<file path="config.mk">
export PLATFORM = sky130hd
export DESIGN_NAME = dlc_log_cell
export DESIGN_NICKNAME = d
export VERILOG_FILES = /design/src/assert_macros.svh /design/src/dlc_pkg.sv /design/src/dlc_log_cell.sv
export SDC_FILE = /design/constraint.sdc
export NUM_CORES = 2
export LEC_CHECK = 0
export BUFFER_PORTS_ARGS = -buffer_cell sky130_fd_sc_hd__buf_2
export CAP_MARGIN = 20
export CORE_ASPECT_RATIO = 2
export CORE_MARGIN = 4
export CORE_UTILIZATION = 60
export DETAILED_ROUTE_END_ITERATION = 16
export HOLD_SLACK_MARGIN = 0.02
export PLACE_DENSITY = 0.77
export SLEW_MARGIN = 5
export SYNTH_ARGS = -nofsm -noshare
export SYNTH_HDL_FRONTEND = slang
export SYNTH_SLANG_ARGS = --single-unit
</file>
<file path="constraint.sdc">
create_clock -name clk -period 10.5 [get_ports clk]
set_input_delay 0.525 -clock clk [delete_from_list [all_inputs] [get_ports clk]]
set_output_delay 0.525 -clock clk [all_outputs]
set_load 0.01 [all_outputs]
</file>
<file path="src/assert_macros.svh">
// Assertion macros shared by the decibel level converter RTL.
// Depends on nothing; the checks compile out when SYNTH is defined.
`ifndef ASSERT_MACROS_SVH
`define ASSERT_MACROS_SVH
`ifndef SYNTH
`define DLC_ASSERT_IMP(lbl, clk, rst_n, a, c) \
  lbl: assert property (@(posedge clk) disable iff (!rst_n) (a) |-> (c)) \
    else $error("same-cycle implication check failed");
`define DLC_ASSERT_NXT(lbl, clk, rst_n, a, c) \
  lbl: assert property (@(posedge clk) disable iff (!rst_n) (a) |=> (c)) \
    else $error("next-cycle implication check failed");
`else
`define DLC_ASSERT_IMP(lbl, clk, rst_n, a, c)
`define DLC_ASSERT_NXT(lbl, clk, rst_n, a, c)
`endif
`endif

</file>
<file path="src/dlc_pkg.sv">
// Shared types and constants for the decibel level converter.
// Used by the log cell, the exp cell and the top level; depends on nothing.
package dlc_pkg;

  typedef enum logic [1:0] {
    CMD_POW_TO_DB = 2'd0,
    CMD_RMS_TO_DB = 2'd1,
    CMD_DB_TO_POW = 2'd2,
    CMD_DB_TO_RMS = 2'd3
  } cmd_t;

  localparam int LOG_STEPS = 24;
  localparam int EXP_TERMS = 14;
  localparam int DB_REF = 100;
  localparam int POW_DB_CAP = 870;
  localparam int RMS_DB_CAP = 485;

  // Scale factors in Q.28, ln 2 and one in Q.30.
  localparam logic [31:0] K_POW_Q28 = 32'd808071242;
  localparam logic [31:0] K_RMS_Q28 = 32'd1616142483;
  localparam logic [27:0] C_POW_Q28 = 28'd89172328;
  localparam logic [27:0] C_RMS_Q28 = 28'd44586164;
  localparam logic [29:0] LN2_Q30 = 30'd744261118;
  localparam logic [30:0] ONE_Q30 = 31'd1073741824;

  typedef struct packed {
    logic [30:0] m;
    logic [23:0] frac;
  } log_st_t;

  typedef struct packed {
    cmd_t        cmd;
    logic        pos;
    logic [4:0]  e;
    logic [32:0] dq;
  } log_side_t;

  typedef struct packed {
    logic [30:0] term;
    logic [31:0] sum;
    logic [29:0] y;
  } exp_st_t;

  typedef struct packed {
    cmd_t        cmd;
    logic        pos;
    logic [11:0] n;
    logic [31:0] db;
  } exp_side_t;

endpackage

</file>
<file path="src/dlc_log_cell.sv">
// One squaring step of the log2 fraction: squares the mantissa, emits one bit.
// Depends on dlc_pkg.
module dlc_log_cell
  import dlc_pkg::*;
(
  input  logic      clk,
  input  logic      en,
  input  log_st_t   st_i,
  input  log_side_t side_i,
  output log_st_t   st_o,
  output log_side_t side_o
);

  logic [61:0] sq;
  logic [31:0] m2;
  logic        sbit;
  log_st_t     st_nxt;
  log_st_t     st_r;
  log_side_t   side_r;

  always_comb begin
    sq = 62'(st_i.m) * 62'(st_i.m);
    m2 = sq[61:30];
    sbit = m2[31];
    // Once the square reaches two, halve it and record a one.
    st_nxt.m = sbit ? m2[31:1] : m2[30:0];
    st_nxt.frac = {st_i.frac[22:0], sbit};
  end

  always_ff @(posedge clk) begin
    if (en) begin
      st_r <= st_nxt;
      side_r <= side_i;
    end
  end

  assign st_o = st_r;
  assign side_o = side_r;

endmodule

</file>
==> results.md <==
- Adder and majority cell fraction of the synthesized area: 0.608
- Xor/xnor share of the synthesized area: 0.0180
- Slowest CP cell: sky130_fd_sc_hd__buf_2
- DRC violations left: 0
- Rel. slew slack: 0.347
- Port bufs: between 150 and 200
- Number of setup buffers added after CTS: 0
- Vias per cell: approximately 5.7
- Area growth from synthesis to layout: 5.71%
- Syn. warnings: 0
- Upper clock frequency limit: about 0.11 GHz
- Cell mode on critical path: sky130_fd_sc_hd__fa_1
- Cells resized by post-CTS repair: 0
- Kind of cell adding the most delay to the critical path: adder cells
- Global routing usage on met1: 0.284
- Antenna viol nets, final: 0
- Aggregate global routing overflow: 0
- Max-cap check violation count: 0
- Half-perimeter wire length after detailed placement: 68000 um
- Required time reported for the critical path endpoint: ~11 ns
- Transition time of the tightest slew-check pin: a little under 1 ns
- I/O pin count: 194
- Post-synth ARST share: 0
- Unrepaired setup endpoints after global routing: no
- Die area: around 54000 sq um
- Synthesized area: between 30000 and 40000 sq um
- Detailed-router iteration count before antenna repair: 5
- Overall Global Routing Usage: 0.317
- Most Crowded Layer GR: met2
- Total core area: 49500 sq um
- Num rows: between 100 and 150
- Startpoint-to-endpoint class of the critical path: in -> reg
- Max-slew violations: 0
- Main flop type after synthesis: sky130_fd_sc_hd__edfxtp_1
- Number of global-route vias before repair: roughly 26k
- Number of antenna violations at the first check in global routing: 2
- Worst Path Buf+Inv: 5
- Worst hold path type: in -> reg
- Number of hold-repair buffers added at the cts stage: 0
- Delay of the slowest cell on the worst path: 0.67 ns
- Horizontal die dimension: 166 um
- Area fraction in and, or, nand and nor cells after synthesis: 0.0974
- Vertical die dimension: 325 um
- Drt first-iter violations: roughly 1.1k
- Clock input transition at the sequential cells of the worst setup and hold paths: roughly 0.07 ns
- Final setup fails: 0
- Post-synth EDFFs: 96
- Sequential cell area fraction in the yosys report: 0.0957
- Pin count of the biggest net entering global routing: just under 100
- Complex-gate fraction of the synthesized area: 0.0409
- Wire length of the first global-routing pass: between 100000 and 150000 um
- Type of element launching the critical path: input pin
- Number of hold violations in the final report: 0
- Final worst-path cycle share: 0.859
- Share of post-route cells with drive strength above 1: 0.0813
- CTS root buffer: sky130_fd_sc_hd__clkbuf_16
- Arrival @ worst endpoint: around 9 ns
- Critical path peak fanout: 27
- Mux contribution to synthesized area: 0.0120
- Combinational family with the most area after synthesis: adder cells
- Routed WL per cell: around 22 um
- Starting density of the core: 0.609
- Global-route met2 utilization: 0.594
- Total via count in the routed design: between 20k and 25k
- Mean post-synth cell area: ~10 sq um
- Final Routed Wirelength: 82700 um
- Final net count: between 4k and 5k
- CTS tree: done
- TritonCTS Sinks: between 90 and 100
- H-tree depth reported by CTS: 3
- Clock buffers created by TritonCTS: 9
- Cells along the critical path: buf_2, inv_1, nor2_1, fa_1, fa_1, inv_1, fa_1, fa_1, inv_1, fa_1, fa_1, fa_1, ha_1, ha_1, a21oi_1, o21ai_0, a21oi_1, o32a_2, nand4_2, a2111oi_4, nor3b_2, nor2_4, buf_4, mux2i_1
- Maximum clock insertion buffer count: 2
- Final critical delay including setup and external delays: ~9 ns
- Final total negative setup slack: 0 ns
- Number of register bits inferred by synthesis: between 90 and 100
- Placer Congestion: approximately 0.97
- Number of nets in the synthesized netlist: 4140
- Result of the run: complete, no violations
- Count of distinct cell types in the synthesized netlist: 66
- Cell count after synthesis: 3026
- Endpoint type of the worst setup path: flop
- Global routing usage on met3: 0.0457
-- cells by family (layout without fill, tap and decap cells) --
logic type	Yosys count	count (layout)
AO/OA/AOI/OAI	188	188
multiplexers	31	31
other	0	2
XOR/XNOR	62	62
buffers and inverters	1020	1130
flip-flops	96	96
adder cells (fa/ha/maj)	1016	1016
AND/OR/NAND/NOR	613	613
-- final timing paths --
kind,from,end,cells after the start
worst min-delay path,side_i[16],side_o[16]$_DFFE_PP_,1
worst max-delay path,st_i[47],st_o[39]$_DFFE_PP_,24
-- placed cells by master, fill, tap and decap left out, drive strengths merged, types with 5 or more instances in the layout --
cell and count:
and2 187, mux2 12, mux2i 19, a31oi 5
xnor2 34, xor2 28, a211oi 5, nand3 9
nand4 16, o21bai 10, inv 912, nor3 8
nand2 301, buf 204, fa 747, or2 5
edfxtp 96, clkbuf 10, ha 269, nor2 60
a21o 16, o21ai 36, nor2b 9, o211ai 12
a21oi 67
-- Yosys cell counts, types with 3 or more instances --
cell	instances	area, sq um
sky130_fd_sc_hd__inv_1	908	3410
sky130_fd_sc_hd__fa_1	747	15000
sky130_fd_sc_hd__nand2_1	301	1130
sky130_fd_sc_hd__ha_1	269	3370
sky130_fd_sc_hd__and2_1	187	1170
sky130_fd_sc_hd__clkbuf_1	99	372
sky130_fd_sc_hd__edfxtp_1	96	2880
sky130_fd_sc_hd__a21oi_1	63	315
sky130_fd_sc_hd__nor2_1	59	221
sky130_fd_sc_hd__xnor2_1	34	298
sky130_fd_sc_hd__o21ai_0	30	150
sky130_fd_sc_hd__xor2_1	28	245
sky130_fd_sc_hd__mux2i_1	19	190
sky130_fd_sc_hd__a21o_1	16	120
sky130_fd_sc_hd__nand4_1	15	93.8
sky130_fd_sc_hd__o211ai_1	11	82.6
sky130_fd_sc_hd__mux2_4	10	150
sky130_fd_sc_hd__o21bai_1	10	75.1
sky130_fd_sc_hd__nand3_1	9	45.0
sky130_fd_sc_hd__nor2b_1	9	56.3
sky130_fd_sc_hd__nor3_1	8	40.0
sky130_fd_sc_hd__o21ai_1	6	30.0
sky130_fd_sc_hd__a211oi_1	5	37.5
sky130_fd_sc_hd__a31oi_1	5	31.3
sky130_fd_sc_hd__buf_2	5	25.0
sky130_fd_sc_hd__or2_2	5	31.3
sky130_fd_sc_hd__a21oi_2	4	35.0
sky130_fd_sc_hd__a31o_2	4	35.0
sky130_fd_sc_hd__nand2b_1	4	25.0
sky130_fd_sc_hd__nor4_1	4	25.0
sky130_fd_sc_hd__and3_1	3	18.8
sky130_fd_sc_hd__o21a_1	3	22.5
sky130_fd_sc_hd__o221ai_1	3	26.3
sky130_fd_sc_hd__o31ai_1	3	22.5
-- cell type report --
type	instances	area, sq um
inverters	910	3420
multi-input cells	1910	23400
diodes	2	5.00
fillers	3995	17600
flip-flops and latches	96	2880
clock buffers	10	229
repair buffers	204	1070
clock inverters	6	52.6
well taps	643	805
-- routing by layer --
metal	part of all wire	vias up	routed length [um]
li1	-	9046	-
met1	0.26	10900	21900
met2	0.55	989	45700
met3	0.058	530	4830
met4	0.12	0	10300
met5	0	-	0
-- per-stage QoR --
step           cell area, sq um  cells  hold slack, ns  utilization  worst slack (ns)
6_report                  31900   3781           0.346        0.644              1.48
5_1_grt                   31900   3781           0.335        0.644              1.22
4_1_cts                   31800   3778           0.336        0.643              1.58
3_5_place_dp              31500   3762           0.704        0.637              1.24
3_3_place_gp              31500   3762           0.701        0.637              1.39
2_1_floorplan             30100   3026           0.624            -              2.62
-- sequential cells by signal, indices dropped and copies added, names as in the netlist --
register,flops
st_o,55
side_o,41
Power is not shown: default switching activity piles up to over one toggle a cycle in this logic, so the estimate is an artifact.
