File: src/assert_macros.svh
// Assertion macros shared by the decibel level converter RTL.
// Depends on nothing; the checks compile out when SYNTH is defined.
`ifndef ASSERT_MACROS_SVH
`define ASSERT_MACROS_SVH
`ifndef SYNTH
`define DLC_ASSERT_IMP(lbl, clk, rst_n, a, c) \
  lbl: assert property (@(posedge clk) disable iff (!rst_n) (a) |-> (c)) \
    else $error("same-cycle implication check failed");
`define DLC_ASSERT_NXT(lbl, clk, rst_n, a, c) \
  lbl: assert property (@(posedge clk) disable iff (!rst_n) (a) |=> (c)) \
    else $error("next-cycle implication check failed");
`else
`define DLC_ASSERT_IMP(lbl, clk, rst_n, a, c)
`define DLC_ASSERT_NXT(lbl, clk, rst_n, a, c)
`endif
`endif

File: src/dlc_pkg.sv
// Shared types and constants for the decibel level converter.
// Used by the log cell, the exp cell and the top level; depends on nothing.
package dlc_pkg;

  typedef enum logic [1:0] {
    CMD_POW_TO_DB = 2'd0,
    CMD_RMS_TO_DB = 2'd1,
    CMD_DB_TO_POW = 2'd2,
    CMD_DB_TO_RMS = 2'd3
  } cmd_t;

  localparam int LOG_STEPS = 24;
  localparam int EXP_TERMS = 14;
  localparam int DB_REF = 100;
  localparam int POW_DB_CAP = 870;
  localparam int RMS_DB_CAP = 485;

  // Scale factors in Q.28, ln 2 and one in Q.30.
  localparam logic [31:0] K_POW_Q28 = 32'd808071242;
  localparam logic [31:0] K_RMS_Q28 = 32'd1616142483;
  localparam logic [27:0] C_POW_Q28 = 28'd89172328;
  localparam logic [27:0] C_RMS_Q28 = 28'd44586164;
  localparam logic [29:0] LN2_Q30 = 30'd744261118;
  localparam logic [30:0] ONE_Q30 = 31'd1073741824;

  typedef struct packed {
    logic [30:0] m;
    logic [23:0] frac;
  } log_st_t;

  typedef struct packed {
    cmd_t        cmd;
    logic        pos;
    logic [4:0]  e;
    logic [32:0] dq;
  } log_side_t;

  typedef struct packed {
    logic [30:0] term;
    logic [31:0] sum;
    logic [29:0] y;
  } exp_st_t;

  typedef struct packed {
    cmd_t        cmd;
    logic        pos;
    logic [11:0] n;
    logic [31:0] db;
  } exp_side_t;

endpackage

File: src/dlc_exp_cell.sv
// One series term of 2^frac: term = (term * y) / K, sum += term, over three stages.
// Depends on dlc_pkg.
module dlc_exp_cell
  import dlc_pkg::*;
#(
  parameter int K = 1
) (
  input  logic      clk,
  input  logic      en,
  input  exp_st_t   st_i,
  input  exp_side_t side_i,
  output exp_st_t   st_o,
  output exp_side_t side_o
);

  // floor(2^32 / K); the product estimate is low by at most one.
  localparam logic [32:0] RECIP = 33'((64'd1 << 32) / K);

  logic [61:0] prod;
  logic [63:0] qprod;
  logic [30:0] rem;
  logic [30:0] q;

  logic [30:0] a_r, a2_r, q0_r;
  logic [31:0] sum1_r, sum2_r;
  logic [29:0] y1_r, y2_r;
  exp_side_t   side1_r, side2_r, side3_r;
  exp_st_t     st_r;
  exp_st_t     st_nxt;

  always_comb begin
    prod = 62'(st_i.term) * 62'(st_i.y);
    qprod = 64'(a_r) * 64'(RECIP);
    rem = a2_r - 31'(q0_r * 31'(K));
    q = (rem >= 31'(K)) ? q0_r + 31'd1 : q0_r;
    st_nxt.term = q;
    st_nxt.sum = sum2_r + 32'(q);
    st_nxt.y = y2_r;
  end

  always_ff @(posedge clk) begin
    if (en) begin
      a_r <= prod[60:30];
      sum1_r <= st_i.sum;
      y1_r <= st_i.y;
      side1_r <= side_i;
      a2_r <= a_r;
      q0_r <= qprod[62:32];
      sum2_r <= sum1_r;
      y2_r <= y1_r;
      side2_r <= side1_r;
      st_r <= st_nxt;
      side3_r <= side2_r;
    end
  end

  assign st_o = st_r;
  assign side_o = side3_r;

endmodule

File: config.mk
export PLATFORM = sky130hd
export DESIGN_NAME = dlc_exp_cell
export DESIGN_NICKNAME = d
export VERILOG_FILES = /design/src/assert_macros.svh /design/src/dlc_pkg.sv /design/src/dlc_exp_cell.sv
export SDC_FILE = /design/constraint.sdc
export NUM_CORES = 2
export LEC_CHECK = 0
export ABC_AREA = 1
export BUFFER_PORTS_ARGS = -buffer_cell sky130_fd_sc_hd__buf_2
export CORE_MARGIN = 2
export CORE_UTILIZATION = 52
export CTS_BUF_LIST = sky130_fd_sc_hd__clkbuf_16
export DETAILED_ROUTE_END_ITERATION = 6
export PLACE_DENSITY = 0.8
export SLEW_MARGIN = 25
export SYNTH_ARGS = -nofsm -noshare
export SYNTH_HDL_FRONTEND = slang
export SYNTH_SLANG_ARGS = --single-unit
File: constraint.sdc
create_clock -name clk -period 12.1 [get_ports clk]
set_input_delay 1.21 -clock clk [delete_from_list [all_inputs] [get_ports clk]]
set_output_delay 1.21 -clock clk [all_outputs]
set_load 0.01 [all_outputs]
==> results.md <==
Routing:
- The routed layout has 34.2k vias.
- In the routed layout, each cell is associated on average with a via count of 5.21.
- The number of DRC markers in iteration 0 is 3465.
- The number of nets still failing antenna checks after routing is 0.
- The number of search-and-repair iterations in the first detailed-routing pass is 6.
- The number of design rule violations left after detail routing is 0.
- The routed design has 125 mm of wire.
- The average wire per cell in the routed design is 19.1 um.

Timing:
- The setup total negative slack is 0 ns.
- The total count of hold-check failures in the final report came to 0.
- Timing would allow up to 127 MHz.
- The worst path needs 7.90 ns of the cycle, external delays included.
- The total of endpoints with negative setup slack in the final report is 0.
- At the pin with the least slew margin, the transition time is 1.09 ns.
- Headroom to the max-slew limit came out at 0.274.
- Setup repair after global routing left no endpoint under its margin.
- The clock arrives with 0.0314 ns of skew.
- The total count of max-transition violations in the final report is 0.
- The period utilization is 0.653.

Synthesis:
- The number of enable-type register cells in the synthesized netlist is 420.
- The share of the synthesized area in the top cell type is 0.344.
- For this run, the leading register cell type out of synthesis is edfxtp_1.
- Yosys printed 0 warnings.
- Averaged over all synthesized cells, the footprint is 9.02 um^2.
- When the netlist entered floorplanning its net count stood at 6437.
- The fraction of registers with async set/reset is 0.
- The sequential cell area fraction in the yosys report is 0.268.
- The mapped netlist covers 0.0470 mm^2.
- The distinct cell type count of the synthesized netlist is 32.
- The number of standard cells after synthesis is 5210.
- The post-synthesis cell type with the largest combined area is fa_1.
- Yosys attributes the largest share of cell area to fa_1 34%, edfxtp_1 27%, inv_1 13%, nand2_1 11%, ha_1 7.4%.
- The synthesis-stage register bit count is 420.

GRT:
- For met3 alone, demand over resource in global routing was 0.0402.
- The overall global routing resource usage is 0.278.
- The pin count of the biggest net entering global routing is 171.
- The number of antenna violations at the first check in global routing is 2.
- The met2 track demand over resource in global routing is 0.465.
- The wire length of the first global-routing pass is 200 mm.
- The via count of the first global-routing pass came to 36.9k.
- The total congestion overflow is 0.
- For this run, global-route usage on met1 was measured as 0.365.
- The most used routing layer is met2.

Die:
- After floorplanning, the core was sized to cover 0.0897 mm^2.
- The number of top-level pins is 282.
- The width of the die is 305 um.
- For this configuration, the core starts out at a cell density of 0.524.
- The floorplan die height is 305 um.
- The die covers 0.0928 mm^2.
- The floorplan has 110 rows.

Clock tree:
- TritonCTS built the clock tree.
- At the later pin of the worst-skew pair, clock insertion delay measures 0.59 ns.
- Clock tree synthesis inserted a total of 40 buffers.
- After clock tree synthesis, the setup repair step added 0 buffers.
- The clock transition time at the flip-flop clock pins of the worst setup and hold paths is 0.07 ns.
- The clock tree synthesis step divided the H-tree into 2 levels.
- Clock tree synthesis selected as its root buffer the cell clkbuf_16.
- Hold repair after CTS inserted 0 buffers.
- The post-cts sizing count is 0.
- In this run the deepest clock path goes through 3 buffers.
- The tree built by TritonCTS fans out to 420 sinks.

Worst setup path:
- The library cell appearing most often on the critical path is fa_1.
- STA classifies the critical path startpoint as an input pin.
- The number of buffer and inverter stages on the critical path is 6.
- The critical path goes through buf_2 > nand2_1 > inv_1 > fa_1 > fa_1 > inv_1 > fa_1 > fa_1 > inv_1 > fa_1 > fa_1 > fa_1 > inv_1 > fa_1 > inv_1 > ha_1 > nand2_1 > nor2_1 > nand2_1 > nor3_2 > nand3_1 > nand4_1 > nand2_1.
- Among cell families on the critical path, the largest total delay comes from adder cells.
- STA classifies the critical path endpoint as a flop.
- Data on the critical path is required at its endpoint by 12.41 ns.
- In this run the worst path has a maximum fanout of 30.
- The delay of the slowest cell on the worst path is 0.76 ns.
- STA puts the critical path data arrival time at 8.21 ns.
- The class of the most critical setup path is input pin to flop.
- The slowest stage of the critical path belongs to the cell buf_2.

Outcome:
- The run finished with clean final reports.

Worst hold path:
- The worst hold path belongs to the class flop to flop.

Layout:
- From synthesis to final layout, the design area changed by 7.87%.
- The library cells used most frequently in the layout, excluding fill and tap cells, are 1597 x inv_1, 1399 x nand2_1, 808 x fa_1.
- Leaving out fill and tap cells, the most frequent cell in the layout is inv_1.
- The fraction of layout cells with a size suffix above 1 is 0.0755.
- For this run, the post-layout net count is 6587.

Placed design:
- Detailed placement finished with a half-perimeter wire length of 96.4 mm.
- The final weighted congestion in routability-driven placement is 0.944.
- The count of input and output buffers is 281.

Job:
- The tool flagged a number of max-cap violations equal to 0.
-- flip-flops by register name, summed over array words and instances (netlist names) --
signal / flops
y1_r: 30
q0_r: 31
side_o: 47
y2_r: 30
sum2_r: 32
st_o: 93
side2_r: 47
side1_r: 47
sum1_r: 32
a_r: 31
-- synthesized netlist by cell type (3+ instances only) --
master	instances
a21oi_1	114
inv_1	1594
nand2_2	6
xnor2_1	9
a21o_1	7
nor4_1	3
nor3_1	16
o21ai_1	5
nand2_1	1399
xor2_1	23
a21oi_2	3
nor2_2	16
o21bai_1	14
edfxtp_1	420
nor2_1	137
clkbuf_1	183
o21ai_2	4
nand4_1	17
inv_2	9
nand3b_1	5
a21boi_0	3
o21ai_0	54
nand3_1	67
nor3_2	11
ha_1	277
fa_1	808
-- layer usage --
metal  share of wire  wire [um]
met5               0          0
met4           0.044       5460
met3           0.093      11700
met2            0.48      59700
met1            0.39      48400
-- worst reg2reg max path, stage by stage, from the launching register on --
cell and delay [ns]:
edfxtp_1 0.36, ha_1 0.24, inv_1 0.07, fa_1 0.49
o21ai_1 0.32, nand2_1 0.09, nand3_1 0.20, a31oi_1 0.16
xnor2_1 0.29
-- final cells by class --
cell class                 count  area, um^2
fill                        7639       39000
multi-input combinational   3004       27700
sequential                   420       12600
inverter                    1603        6020
timing repair buffer         291        1500
tap                         1176        1470
clock buffer                  41        1030
clock inverter                30         380
antenna                        1        2.50
-- through the flow --
step                      hold slack, ns  instances  setup slack [ns]  cell area [um^2]  utilization
after floorplan                    0.400       5210              5.01             47000            -
after global placement             0.400       6494              3.77             49300        0.549
after detailed placement           0.405       6494              3.78             49300        0.549
after CTS                          0.385       6565              4.38             50700        0.565
after global routing               0.392       6565              4.03             50700        0.565
final                              0.399       6566              4.20             50700        0.565
-- worst paths after layout --
kind,from,to,slack [ns],cells past startpoint
setup / recovery,st_i[75],a_r[11],4.20,23
hold / removal,sum1_r[0],sum2_r[0],0.40,0
setup reg to reg,q0_r[0],st_o[46],9.70,8
hold reg to reg,sum1_r[0],sum2_r[0],0.40,0
-- logic make-up (layout without fill, tap and decap cells) --
group           count (synthesis)  in the layout  share of synthesized area
compound gates                206            206                     0.0239
fa+ha+maj                    1085           1085                      0.418
xor+xnor                       32             32                    0.00596
buf+inv                      1786           1965                      0.143
simple gates                 1681           1681                      0.141
other cells                     0              1                          0
flops                         420            420                      0.268
Power is not shown: default switching activity piles up to over one toggle a cycle in this logic, so the estimate is an artifact.
